[config.mk]
export PLATFORM = sky130hd
export DESIGN_NAME = binary_image_coast_pixel_counter
export DESIGN_NICKNAME = d
export VERILOG_FILES = /design/src/bcpc_pkg.sv /design/src/bcpc_line_store.sv /design/src/bcpc_result_buf.sv /design/src/binary_image_coast_pixel_counter.sv
export VERILOG_INCLUDE_DIRS = /design/src /design/src/src
export SDC_FILE = /design/constraint.sdc
export NUM_CORES = 2
export LEC_CHECK = 0
export BUFFER_PORTS_ARGS = -buffer_cell sky130_fd_sc_hd__buf_2
export CORE_UTILIZATION = 50
export CTS_CLUSTER_SIZE = 8
export DETAILED_ROUTE_END_ITERATION = 10
export MAX_ROUTING_LAYER = met4
export PLACE_DENSITY = 0.74
export SETUP_SLACK_MARGIN = 0.15
export SLEW_MARGIN = 20
export SYNTH_ARGS = -nofsm -noshare
export SYNTH_HDL_FRONTEND = slang
export SYNTH_HIERARCHICAL = 1
export SYNTH_SLANG_ARGS = --single-unit
[constraint.sdc]
create_clock -name clk -period 17.1 [get_ports clk]
set_input_delay 0.855 -clock clk [delete_from_list [all_inputs] [get_ports clk]]
set_output_delay 0.855 -clock clk [all_outputs]
set_load 0.02 [all_outputs]
[src/binary_image_coast_pixel_counter_assert.svh]
// Assertion macros for the coast pixel counter.
// Used by the top level only; no other dependencies.
`ifndef BINARY_IMAGE_COAST_PIXEL_COUNTER_ASSERT_SVH
`define BINARY_IMAGE_COAST_PIXEL_COUNTER_ASSERT_SVH

// Same-cycle implication, disabled while reset is asserted.
`define BCPC_ASSERT_IMP(label, clk, rst_n, cond, expr, msg) \
    label: assert property (@(posedge clk) disable iff (!rst_n) (cond) |-> (expr)) \
        else $error(msg);

// Next-cycle implication, disabled while reset is asserted.
`define BCPC_ASSERT_NEXT(label, clk, rst_n, cond, expr, msg) \
    label: assert property (@(posedge clk) disable iff (!rst_n) (cond) |=> (expr)) \
        else $error(msg);

`endif

[src/bcpc_pkg.sv]
// Shared types and constants for the coast pixel counter.
// No dependencies; used by every module of the block.
package bcpc_pkg;

    localparam int MaxColsDefault = 1024;
    localparam int MaxRowsDefault = 1024;
    localparam int CfgW           = 11;
    localparam int CfgIdxW        = 2;
    localparam int CountW         = 21;
    localparam int InTdataW       = 8;
    localparam int OutTdataW      = 24;

    typedef enum logic [CfgIdxW-1:0] {
        REG_IMAGE_ROWS = 2'd0,
        REG_IMAGE_COLS = 2'd1
    } bcpc_reg_t;

    // One line store entry: the pixel two rows up and the pixel one row up.
    typedef struct packed {
        logic above;
        logic up;
    } bcpc_word_t;

endpackage

[src/bcpc_line_store.sv]
// Line store for the coast pixel counter: one write port, one registered read port.
// Depends on bcpc_pkg for the entry type.
module bcpc_line_store #(
    parameter int DEPTH = bcpc_pkg::MaxColsDefault,
    parameter int AW    = (DEPTH > 1) ? $clog2(DEPTH) : 1
) (
    input  logic                clk,
    input  logic                wr_en,
    input  logic [AW-1:0]       wr_addr,
    input  bcpc_pkg::bcpc_word_t wr_word,
    input  logic                rd_en,
    input  logic [AW-1:0]       rd_addr,
    output bcpc_pkg::bcpc_word_t rd_word
);

    bcpc_pkg::bcpc_word_t mem [DEPTH];
    bcpc_pkg::bcpc_word_t rd_word_reg;

    always_ff @(posedge clk)
    begin
        if (wr_en)
        begin
            mem[wr_addr] <= wr_word;
        end
        if (rd_en)
        begin
            rd_word_reg <= mem[rd_addr];
        end
    end

    assign rd_word = rd_word_reg;

endmodule

[src/bcpc_result_buf.sv]
// Two-entry result buffer that decouples the pixel side from the result side.
// Depends on bcpc_pkg for the count width.
module bcpc_result_buf (
    input  logic                        clk,
    input  logic                        rst_n,
    input  logic                        push,
    input  logic [bcpc_pkg::CountW-1:0] push_count,
    output logic                        in_ready,
    output logic                        out_valid,
    input  logic                        out_ready,
    output logic [bcpc_pkg::CountW-1:0] out_count
);

    logic                        head_valid_reg;
    logic                        skid_valid_reg;
    logic [bcpc_pkg::CountW-1:0] head_count_reg;
    logic [bcpc_pkg::CountW-1:0] skid_count_reg;
    logic                        pop;

    assign pop       = head_valid_reg && out_ready;
    assign in_ready  = !skid_valid_reg;
    assign out_valid = head_valid_reg;
    assign out_count = head_count_reg;

    always_ff @(posedge clk or negedge rst_n)
    begin
        if (!rst_n)
        begin
            head_valid_reg <= 1'b0;
            skid_valid_reg <= 1'b0;
        end
        else if (skid_valid_reg)
        begin
            if (pop)
            begin
                skid_valid_reg <= 1'b0;
            end
        end
        else if (head_valid_reg)
        begin
            if (push && !pop)
            begin
                skid_valid_reg <= 1'b1;
            end
            else if (!push && pop)
            begin
                head_valid_reg <= 1'b0;
            end
        end
        else if (push)
        begin
            head_valid_reg <= 1'b1;
        end
    end

    always_ff @(posedge clk)
    begin
        if (skid_valid_reg)
        begin
            if (pop)
            begin
                head_count_reg <= skid_count_reg;
            end
        end
        else if (push)
        begin
            if (head_valid_reg && !pop)
            begin
                skid_count_reg <= push_count;
            end
            else
            begin
                head_count_reg <= push_count;
            end
        end
    end

endmodule

[src/binary_image_coast_pixel_counter.sv]
// Top level of the coast pixel counter: raster pixel input, frame count output.
// Depends on bcpc_pkg, bcpc_line_store, bcpc_result_buf and the assertion header.
//
//   Channel   Dir  Handshake            Payload
//   s_*       in   s_tvalid/s_tready    s_tdata[0] is_land
//   m_*       out  m_tvalid/m_tready    m_tdata[20:0] coast_count
//   cfg_*     in   cfg_valid/cfg_ready  cfg_index, cfg_data (image_rows, image_cols)
//
// One pixel is accepted per cycle while s_tready is high; the line store read for the next
// column is issued with each request, so its registered port has the entry in time.
// The count appears on m_tdata at the earliest in the cycle after the frame's last pixel
// is accepted, later when an older count still waits on the result side.
// Reset clears the position, the count and the result buffer; the line store is not
// cleared. s_tready drops only while two counts wait on the result side.
`include "binary_image_coast_pixel_counter_assert.svh"

module binary_image_coast_pixel_counter #(
    parameter int MAX_COLS = bcpc_pkg::MaxColsDefault,
    parameter int MAX_ROWS = bcpc_pkg::MaxRowsDefault
) (
    input  logic                           clk,
    input  logic                           rst_n,
    input  logic                           s_tvalid,
    output logic                           s_tready,
    input  logic [bcpc_pkg::InTdataW-1:0]  s_tdata,   // [0] is_land
    output logic                           m_tvalid,
    input  logic                           m_tready,
    output logic [bcpc_pkg::OutTdataW-1:0] m_tdata,   // [20:0] coast_count
    input  logic                           cfg_valid,
    output logic                           cfg_ready,
    input  logic [bcpc_pkg::CfgIdxW-1:0]   cfg_index,
    input  logic [bcpc_pkg::CfgW-1:0]      cfg_data
);

    localparam int ColW    = (MAX_COLS > 1) ? $clog2(MAX_COLS) : 1;
    localparam int RowW    = (MAX_ROWS > 1) ? $clog2(MAX_ROWS) : 1;
    localparam int ColCmpW = (ColW + 1 > bcpc_pkg::CfgW) ? ColW + 1 : bcpc_pkg::CfgW;
    localparam int RowCmpW = (RowW + 1 > bcpc_pkg::CfgW) ? RowW + 1 : bcpc_pkg::CfgW;

    logic [bcpc_pkg::CfgW-1:0]   image_rows_reg;
    logic [bcpc_pkg::CfgW-1:0]   image_cols_reg;
    logic [RowW-1:0]             row_index_reg;
    logic [RowW-1:0]             row_index_next;
    logic [ColW-1:0]             col_index_reg;
    logic [ColW-1:0]             col_index_next;
    logic [bcpc_pkg::CountW-1:0] running_count_reg;
    logic [bcpc_pkg::CountW-1:0] count_sum;
    logic                        pend_valid_reg;
    logic                        pend_forced_reg;
    logic                        pend_forced_next;
    logic                        left_up_reg;
    logic                        rd_bypass_reg;
    bcpc_pkg::bcpc_word_t        bypass_word_reg;
    bcpc_pkg::bcpc_word_t        mem_rd_word;
    bcpc_pkg::bcpc_word_t        cur_word;
    bcpc_pkg::bcpc_word_t        wr_word;

    logic [RowCmpW-1:0]          rows_eff;
    logic [ColCmpW-1:0]          cols_eff;
    logic [RowCmpW-1:0]          row_plus;
    logic [ColCmpW-1:0]          col_plus;
    logic                        last_row;
    logic                        last_col;
    logic                        frame_done;
    logic                        pix;
    logic                        in_accept;
    logic                        inc_pend;
    logic                        inc_upper;
    logic                        inc_last;
    logic                        upper_active;
    logic                        upper_border;
    logic                        set_pend;
    logic                        buf_in_ready;
    logic [bcpc_pkg::CountW-1:0] out_count;

    assign cfg_ready = 1'b1;
    assign s_tready  = buf_in_ready;
    assign in_accept = s_tvalid && s_tready;
    assign pix       = s_tdata[0];

    always_ff @(posedge clk or negedge rst_n)
    begin
        if (!rst_n)
        begin
            image_rows_reg <= bcpc_pkg::CfgW'(1);
            image_cols_reg <= bcpc_pkg::CfgW'(1);
        end
        else if (cfg_valid && cfg_ready)
        begin
            unique case (cfg_index)
                bcpc_pkg::REG_IMAGE_ROWS: image_rows_reg <= cfg_data;
                bcpc_pkg::REG_IMAGE_COLS: image_cols_reg <= cfg_data;
                default: ;
            endcase
        end
    end

    always_comb
    begin
        rows_eff = RowCmpW'(image_rows_reg);
        if (image_rows_reg == '0)
        begin
            rows_eff = RowCmpW'(1);
        end
        else if (rows_eff > RowCmpW'(MAX_ROWS))
        begin
            rows_eff = RowCmpW'(MAX_ROWS);
        end

        cols_eff = ColCmpW'(image_cols_reg);
        if (image_cols_reg == '0)
        begin
            cols_eff = ColCmpW'(1);
        end
        else if (cols_eff > ColCmpW'(MAX_COLS))
        begin
            cols_eff = ColCmpW'(MAX_COLS);
        end

        row_plus   = RowCmpW'(row_index_reg) + RowCmpW'(1);
        col_plus   = ColCmpW'(col_index_reg) + ColCmpW'(1);
        last_row   = row_plus >= rows_eff;
        last_col   = col_plus >= cols_eff;
        frame_done = last_row && last_col;

        col_index_next = last_col ? '0 : col_plus[ColW-1:0];
        row_index_next = row_index_reg;
        if (last_col)
        begin
            row_index_next = last_row ? '0 : row_plus[RowW-1:0];
        end

        cur_word = rd_bypass_reg ? bypass_word_reg : mem_rd_word;

        // The pixel one row up waits for its right neighbor unless it is on the border.
        inc_pend         = pend_valid_reg && (pend_forced_reg || !cur_word.up);
        upper_active     = (row_index_reg != '0) && cur_word.up;
        upper_border     = (row_index_reg == RowW'(1)) || (col_index_reg == '0) || last_col;
        inc_upper        = upper_active && upper_border;
        set_pend         = upper_active && !upper_border;
        pend_forced_next = !cur_word.above || !left_up_reg || !pix;
        inc_last         = last_row && pix;

        count_sum = running_count_reg + bcpc_pkg::CountW'(inc_pend)
                  + bcpc_pkg::CountW'(inc_upper) + bcpc_pkg::CountW'(inc_last);

        wr_word.above = cur_word.up;
        wr_word.up    = pix;
    end

    always_ff @(posedge clk or negedge rst_n)
    begin
        if (!rst_n)
        begin
            row_index_reg     <= '0;
            col_index_reg     <= '0;
            running_count_reg <= '0;
            pend_valid_reg    <= 1'b0;
            rd_bypass_reg     <= 1'b0;
        end
        else if (in_accept)
        begin
            row_index_reg     <= row_index_next;
            col_index_reg     <= col_index_next;
            running_count_reg <= frame_done ? '0 : count_sum;
            pend_valid_reg    <= set_pend;
            rd_bypass_reg     <= (col_index_next == col_index_reg);
        end
    end

    always_ff @(posedge clk)
    begin
        if (in_accept)
        begin
            pend_forced_reg <= pend_forced_next;
            left_up_reg     <= cur_word.up;
            bypass_word_reg <= wr_word;
        end
    end

    bcpc_line_store #(
        .DEPTH (MAX_COLS),
        .AW    (ColW)
    ) u_line_store (
        .clk     (clk),
        .wr_en   (in_accept),
        .wr_addr (col_index_reg),
        .wr_word (wr_word),
        .rd_en   (in_accept),
        .rd_addr (col_index_next),
        .rd_word (mem_rd_word)
    );

    bcpc_result_buf u_result_buf (
        .clk        (clk),
        .rst_n      (rst_n),
        .push       (in_accept && frame_done),
        .push_count (count_sum),
        .in_ready   (buf_in_ready),
        .out_valid  (m_tvalid),
        .out_ready  (m_tready),
        .out_count  (out_count)
    );

    assign m_tdata = {{(bcpc_pkg::OutTdataW - bcpc_pkg::CountW){1'b0}}, out_count};

    `BCPC_ASSERT_IMP(a_stall_needs_result, clk, rst_n, !s_tready, m_tvalid, "stall without result")
    `BCPC_ASSERT_NEXT(a_frame_end_result, clk, rst_n, in_accept && frame_done, m_tvalid,
        "no result after frame end")
    `BCPC_ASSERT_NEXT(a_frame_end_restart, clk, rst_n, in_accept && frame_done,
        (row_index_reg == '0) && (col_index_reg == '0), "position not cleared at frame end")
    `BCPC_ASSERT_IMP(a_pend_not_col0, clk, rst_n, pend_valid_reg, col_index_reg != '0,
        "pending decision at first column")

endmodule

# Word-level counts from Yosys, hierarchy flattened
# Memories as Yosys holds them, arrays and structs flattened. A register that Yosys moved wholly into a read port is not among the register bits.
# Index checks and enable logic that the tools add are counted.
dict set report word_totals {
  output_inout_bits 27
  mem_bits_rw 2048
  wordCells 88
  ff_bits 112
  mem_count 1
  in_bits 26
}
dict set report op_classes {
  n_reduce_logical 36
  n_bitwise 1
  addsub 5
  eq_ne 5
  n_mux 22
  magnitude_cmp 4
}
# name depth word_bits rd rd_ports_with_merged_regs wr line
set memory_table {}
lappend memory_table {u_line_store.mem 1024 2 1 1 1 bcpc_line_store.sv:16} ;# bcpc_pkg::bcpc_word_t mem [DEPTH];
# op count
set ops {}
lappend ops {{$mux 21} 5}
lappend ops {{$add 21x1->21} 3}
lappend ops {{$mux 11} 4}
lappend ops {{$add 10x1->11 const B} 2}
lappend ops {{$ge 11x11->1} 2}
lappend ops {{$gt 11x11->1 const B} 2}
lappend ops {{$logic_not 11->1} 2}
lappend ops {{$mux 10} 2}
lappend ops {{$logic_and 1x1->1} 12}
lappend ops {{$eq 10x1->1 const B} 1}
lappend ops {{$eq 10x10->1} 1}
lappend ops {{$logic_not 10->1} 1}
lappend ops {{$mux 1} 10}
lappend ops {{$reduce_bool 10->1} 1}
lappend ops {{$logic_not 1->1} 8}
lappend ops {{$reduce_and 2->1} 3}
lappend ops {{$reduce_and 3->1} 2}
lappend ops {{$logic_or 1x1->1} 5}
lappend ops {{$eq 2x1->1 const B} 1}
lappend ops {{$logic_not 2->1} 1}
lappend ops {{$mux 2} 1}
lappend ops {{$ne 2x1->1 const B} 1}
lappend ops {{$ne 2x2->1 const B} 1}
lappend ops {{$reduce_bool 2->1} 1}
lappend ops {{$not 1->1} 1}

# Logic depth before layout (Yosys ltp)
dict set report depth {
  ltp_word 11
  depth_mapped 29
  mapped_depth_nobuf 21
}

# By module
# The synthesis kept the hierarchy.
# module n_inst cells_per_inst area_each_um2 seq_area_each_um2
set by_module_without_submodules {}
lappend by_module_without_submodules {bcpc_line_store 1 4793 83777.8 61559.0}
lappend by_module_without_submodules {binary_image_coast_pixel_counter 1 443 4359.2 1719.1}
lappend by_module_without_submodules {bcpc_result_buf 1 77 1705.4 1311.3}

# Worst setup path before layout
# Ideal clock, no wire load.
dict set report synth_path {
  path_kind {register -> register}
  from {register rd_bypass_reg}
  to {register u_result_buf.head_count_reg (netlist bit u_result_buf/out_count[18]) (data pin)}
  path_slack_ps 2115
  path_stages_with_launch 14
  arrival_time_ps 14724
  path_buffers 0
  setup_ps 260
  period_less_slack_ps 14985
  t_required_ps 16840
  path_cell_list {dfrtp_1 > mux2i_1 > inv_1 > nand2_1 > nor2_1 > ha_1 > inv_1 > fa_1 > nand3b_2 > nor4b_4 > nand3_1 > nor2_1 > xor2_1 > mux2_4}
}
# element line
set synth_lines {}
lappend synth_lines {{start, declared} binary_image_coast_pixel_counter.sv:52} ;# logic rd_bypass_reg;
lappend synth_lines {{start signal, assigned} binary_image_coast_pixel_counter.sv:167} ;# rd_bypass_reg <= (col_index_next == col_index_reg);
lappend synth_lines {{end signal, assigned} bcpc_result_buf.sv:62} ;# head_count_reg <= skid_count_reg;
lappend synth_lines {{end signal, assigned} bcpc_result_buf.sv:73} ;# head_count_reg <= push_count;
lappend synth_lines {{end, declared} bcpc_result_buf.sv:16} ;# logic [bcpc_pkg::CountW-1:0] head_count_reg;

# Worst setup path in the final report
dict set report layout_path {
  from {register col_index_reg[0]}
  to {register, netlist name u_line_store/rd_word[0]}
}
dict set report layout_via {
  elab_chain_len 3
}
# element line
set layout_lines {}
lappend layout_lines {{start, declared} binary_image_coast_pixel_counter.sv:44} ;# logic [ColW-1:0] col_index_reg;
lappend layout_lines {{start signal, assigned} binary_image_coast_pixel_counter.sv:164} ;# col_index_reg <= col_index_next;
lappend layout_lines {{$add 10x1->11 *} binary_image_coast_pixel_counter.sv:121} ;# col_plus = ColCmpW'(col_index_reg) + ColCmpW'(1);
lappend layout_lines {{$ge 11x11->1} binary_image_coast_pixel_counter.sv:123} ;# last_col = col_plus >= cols_eff;
lappend layout_lines {{$mux 10 *} binary_image_coast_pixel_counter.sv:126} ;# col_index_next = last_col ? '0 : col_plus[ColW-1:0];
lappend layout_lines {{named net col_index_next[0]} binary_image_coast_pixel_counter.sv:45} ;# logic [ColW-1:0] col_index_next;
# Mark *: on every way through the listed nets, which the timed path passes. The rest lies on a longest branch.
# A chain may end at the register's enable or synchronous reset.

==> results.txt <==
----------------------------------------------------
[Outcome]
  Outcome ... complete, no violations

[Power and ir drop]
  Total power draw ... 16.8 mW
  Highest ir drop seen on vdd ... 0.138 mV
  Pwr/cell area ... approximately 170 mW/mm2
  Leakage Power ... between 30 and 40 nW

[Clock network]
  Clock-pin slew reported for the worst setup and hold paths after clock tree synthesis ... roughly 0.05 ns
  Clock sink count ... 2,162
  Clock Latency Late Sink ... 0.92 ns
  Root buf cell ... sky130_fd_sc_hd__clkbuf_16
  Longest Clk Path Bufs ... 4
  Post-CTS resize count ... 0
  CTS Hold Bufs ... 0
  Count of buffers added by post-CTS timing repair for setup ... 0
  TritonCTS clock tree ... built
  H-tree lvl count ... 5
  Number of buffers created by CTS ... 320

[Layout]
  Most frequent cells in the layout ... sky130_fd_sc_hd__edfxtp_1 (2,095), sky130_fd_sc_hd__nor2_1 (1,083), sky130_fd_sc_hd__mux4_2 (449)
  Nets ... 5,399
  Leading cell type in the layout, fill and taps excluded ... sky130_fd_sc_hd__edfxtp_1
  Number of flip-flops in the largest register ... just over 2,000
  Layout overhead on the synthesized area ... 11.8%
  FILL cells ... about 13,000
  Count of non-filler cells in the finished layout ... between 7,000 and 8,000
  Top reg by flops ... u_line_store/mem
  Layout Cell Area excl Fill ... roughly 0.10 mm2
  Layout cell share with drive strength beyond 1 ... 19.8%

[Timing]
  Unrepaired setup endpoints after global routing ... false
  Final number of max-transition violations ... 0
  Least-Margin Pin Slew ... 1.32 ns
  Portion of the clock cycle consumed by the worst path in the final layout ... between 50% and 60%
  Final worst clock skew ... just over 0.05 ns
  Final-report setup violation count ... 0
  Total negative slack for setup checks ... 0 ns
  Headroom to the max-slew limit ... between 10% and 20%
  Hold Fails Final Rpt ... 0
  Fin Hold WS ... 0.167 ns
  Final critical path time including I/O delays and setup ... 8.91 ns
  Achievable clock frequency ... roughly 110 MHz

[Placement]
  Total placed cells including tap cells ... about 7,400
  Global placer's final weighted congestion ... 0.828
  HPWL reported at the end of detailed placement ... approximately 120 mm
  Port Buf Inserts ... 41
  Placed cell area ... just over 0.09 mm2

[Worst setup path]
  Cell type of the slowest stage on the worst timing path ... sky130_fd_sc_hd__dfrtp_1
  Source of the worst register-to-register timing path ... col_index_reg[0]$_DFFE_PN0P_
  Worst setup EP type ... flop
  Critical path peak fanout ... between 80 and 90
  Critical-path cell list ... ha_1 > nand3_1 > xor2_1 > inv_1 > ha_1 > a21o_1 > a221o_1 > a41oi_2 > o21ai_4 > buf_4 > nor2_4 > buf_4 > buf_12 > buf_12 > mux4_2 > mux4_2 > a22oi_1 > nand2_1 > o221ai_1 > nor4_2 > o22ai_1 > nand4_1
  Capture point of the worst reg-to-reg path ... u_line_store/rd_word[0]$_DFFE_PP_
  Critical Path Source Type ... flop
  Critical path arrival ... 9.44 ns
  Number of cells on the worst reg-to-reg path ... 22
  Data required time of the critical path ... 17.64 ns
  Sum of buffers and inverters on the critical path ... 5
  Largest stage delay, worst path ... between 0.8 and 0.9 ns
  R2R setup slack ... 8.19 ns
  Largest delay contributor family on the critical path ... buffers and inverters
  Kind of critical path ... reg -> reg

[Flow run]
  Maximum capacitance violations ... 0

[Drt]
  Detailed router's first-iteration violation count ... 6,997
  Via/cell ratio ... approximately 6.5
  TritonRoute pass-1 iters ... 5
  Sum of routed wire length over all layers ... around 230 mm
  Vias ... 50,257
  Residual antenna-violating net count after detailed routing ... 0
  Wire length per cell after detailed routing ... 29.6 um
  Detailed-route DRC error count ... 0

[Synth]
  Cells taking the most area after synthesis ... sky130_fd_sc_hd__edfxtp_1 (70%), sky130_fd_sc_hd__mux4_2 (11%), sky130_fd_sc_hd__nor2_1 (4.6%), sky130_fd_sc_hd__mux2i_1 (2.3%), sky130_fd_sc_hd__dfrtp_1 (1.8%)
  Area share of the leading cell type in the synthesized netlist ... 70.0%
  Cells after Synth ... 5,313
  Netlist cell types ... 88
  Flop and latch count out of synthesis ... 2,162
  Yosys warnings ... 6
  Dominant cell type by area after synthesis ... sky130_fd_sc_hd__edfxtp_1
  Share of async-settable or async-resettable flops after synthesis ... 3.10%
  Portion of the post-synthesis area used by sequential elements ... 71.9%
  Syn_area_per_cell ... 16.9 um2
  Main flop type after synthesis ... sky130_fd_sc_hd__edfxtp_1
  Number of flops mapped to enable cells by yosys ... 2,095
  Total standard cell area after synthesis ... 0.0898 mm2

[Die]
  Die Height ... 426 um
  Initial core utilization ... 50.4%
  Core Area ... 0.178 mm2
  Total Die Area ... 0.181 mm2
  Number of placed I/O pins ... 53
  DIE WIDTH ... 426 um
  Rows ... 155

[Min path]
  Worst min path class ... in -> async

[Global route]
  Global-route wire length before repair ... 334 mm
  Largest net degree at the start of global routing ... around 180
  Total grt overflow ... 0
  GR Util All Layers ... 26.1%
  Vias in the first global route ... roughly 51,000
  Antenna violations before repair ... 3

----------------------------------------------------
[worst reg2reg max path, stage by stage (launching register included)]
cell                       delay (ns)
sky130_fd_sc_hd__dfrtp_1         0.82
sky130_fd_sc_hd__ha_1            0.38
sky130_fd_sc_hd__nand3_1         0.12
sky130_fd_sc_hd__xor2_1          0.39
sky130_fd_sc_hd__inv_1           0.09
sky130_fd_sc_hd__ha_1            0.31
sky130_fd_sc_hd__a21o_1          0.17
sky130_fd_sc_hd__a221o_1         0.34
sky130_fd_sc_hd__a41oi_2         0.28
sky130_fd_sc_hd__o21ai_4         0.11
sky130_fd_sc_hd__buf_4           0.31
sky130_fd_sc_hd__nor2_4          0.15
sky130_fd_sc_hd__buf_4           0.78
sky130_fd_sc_hd__buf_12          0.64
sky130_fd_sc_hd__buf_12          0.57
sky130_fd_sc_hd__mux4_2          0.79
sky130_fd_sc_hd__mux4_2          0.51
sky130_fd_sc_hd__a22oi_1         0.27
sky130_fd_sc_hd__nand2_1         0.17
sky130_fd_sc_hd__o221ai_1        0.55
sky130_fd_sc_hd__nor4_2          0.25
sky130_fd_sc_hd__o22ai_1         0.21
sky130_fd_sc_hd__nand4_1         0.31
[cells by family after synthesis]
logic type,Yosys count,synth area share (%)
AO/OA/AOI/OAI,439,3.52
XOR/XNOR,38,0.370
adder cells (fa/ha/maj),31,0.448
buffers and inverters,454,2.61
flip-flops,2162,71.9
multiplexers,711,14.3
other,2,0.00836
AND/OR/NAND/NOR,1476,6.84
[through the flow]
step | util, % | setup slack (ns)
detailed placement | 51.6 | 8.31
global placement | 51.5 | 8.32
CTS | 56.2 | 8.24
floorplan | - | 2.12
finish | 56.3 | 8.19
global route | 56.3 | 7.77
[layout make-up]
type                       instances  area, um2  area share, %
clock inverter                     9       78.8         0.0785
antenna                            1       2.50        0.00249
tap                             2355       2950           2.93
sequential                      2162      64600           64.3
clock buffer                     363       8300           8.26
inverter                          31        125          0.125
timing repair buffer             128        976          0.972
multi-input combinational       2699      23400           23.3
[how the worst max path moves through the flow]
stage                                 startpoint                                   end  slack, ns  cells after the start
floorplan              rd_bypass_reg$_DFFE_PN0P_  u_result_buf/out_count[18]$_DFFE_PP_       2.12                     13
global placement    col_index_reg[0]$_DFFE_PN0P_     u_line_store/rd_word[0]$_DFFE_PP_       8.32                     22
detailed placement  col_index_reg[0]$_DFFE_PN0P_     u_line_store/rd_word[0]$_DFFE_PP_       8.31                     22
CTS                 col_index_reg[0]$_DFFE_PN0P_     u_line_store/rd_word[0]$_DFFE_PP_       8.24                     22
global route        col_index_reg[0]$_DFFE_PN0P_     u_line_store/rd_word[1]$_DFFE_PP_       7.77                     23
finish              col_index_reg[0]$_DFFE_PN0P_     u_line_store/rd_word[0]$_DFFE_PP_       8.19                     22
[layer usage]
| metal | vias to the layer above | part of all wire [%] | track usage, % |
|---|---|---|---|
| met1 | 25864 | 35 | 32.6 |
| met3 | 676 | 11 | 5.98 |
| met5 | - | 0 | - |
| met2 | 3008 | 49 | 41.1 |
| li1 | 20709 | - | - |
| met4 | 0 | 4.6 | 11.3 |
[cells in the mapped netlist, types with 51 or more instances]
master,count
sky130_fd_sc_hd__buf_1,54
sky130_fd_sc_hd__edfxtp_1,2095
sky130_fd_sc_hd__mux2i_1,206
sky130_fd_sc_hd__o221ai_1,82
sky130_fd_sc_hd__clkbuf_1,252
sky130_fd_sc_hd__nor2_1,1092
sky130_fd_sc_hd__a21oi_1,75
sky130_fd_sc_hd__mux4_2,449
sky130_fd_sc_hd__nor3_1,51
sky130_fd_sc_hd__nand2_1,144
sky130_fd_sc_hd__dfrtp_1,65
sky130_fd_sc_hd__nand3_1,54
[power breakdown]
part	switching [mW]	internal, mW
clock network	2.07	3.35
logic	3.07	2.01
registers	0.0549	6.25
Power figures use the tool's default switching activity.
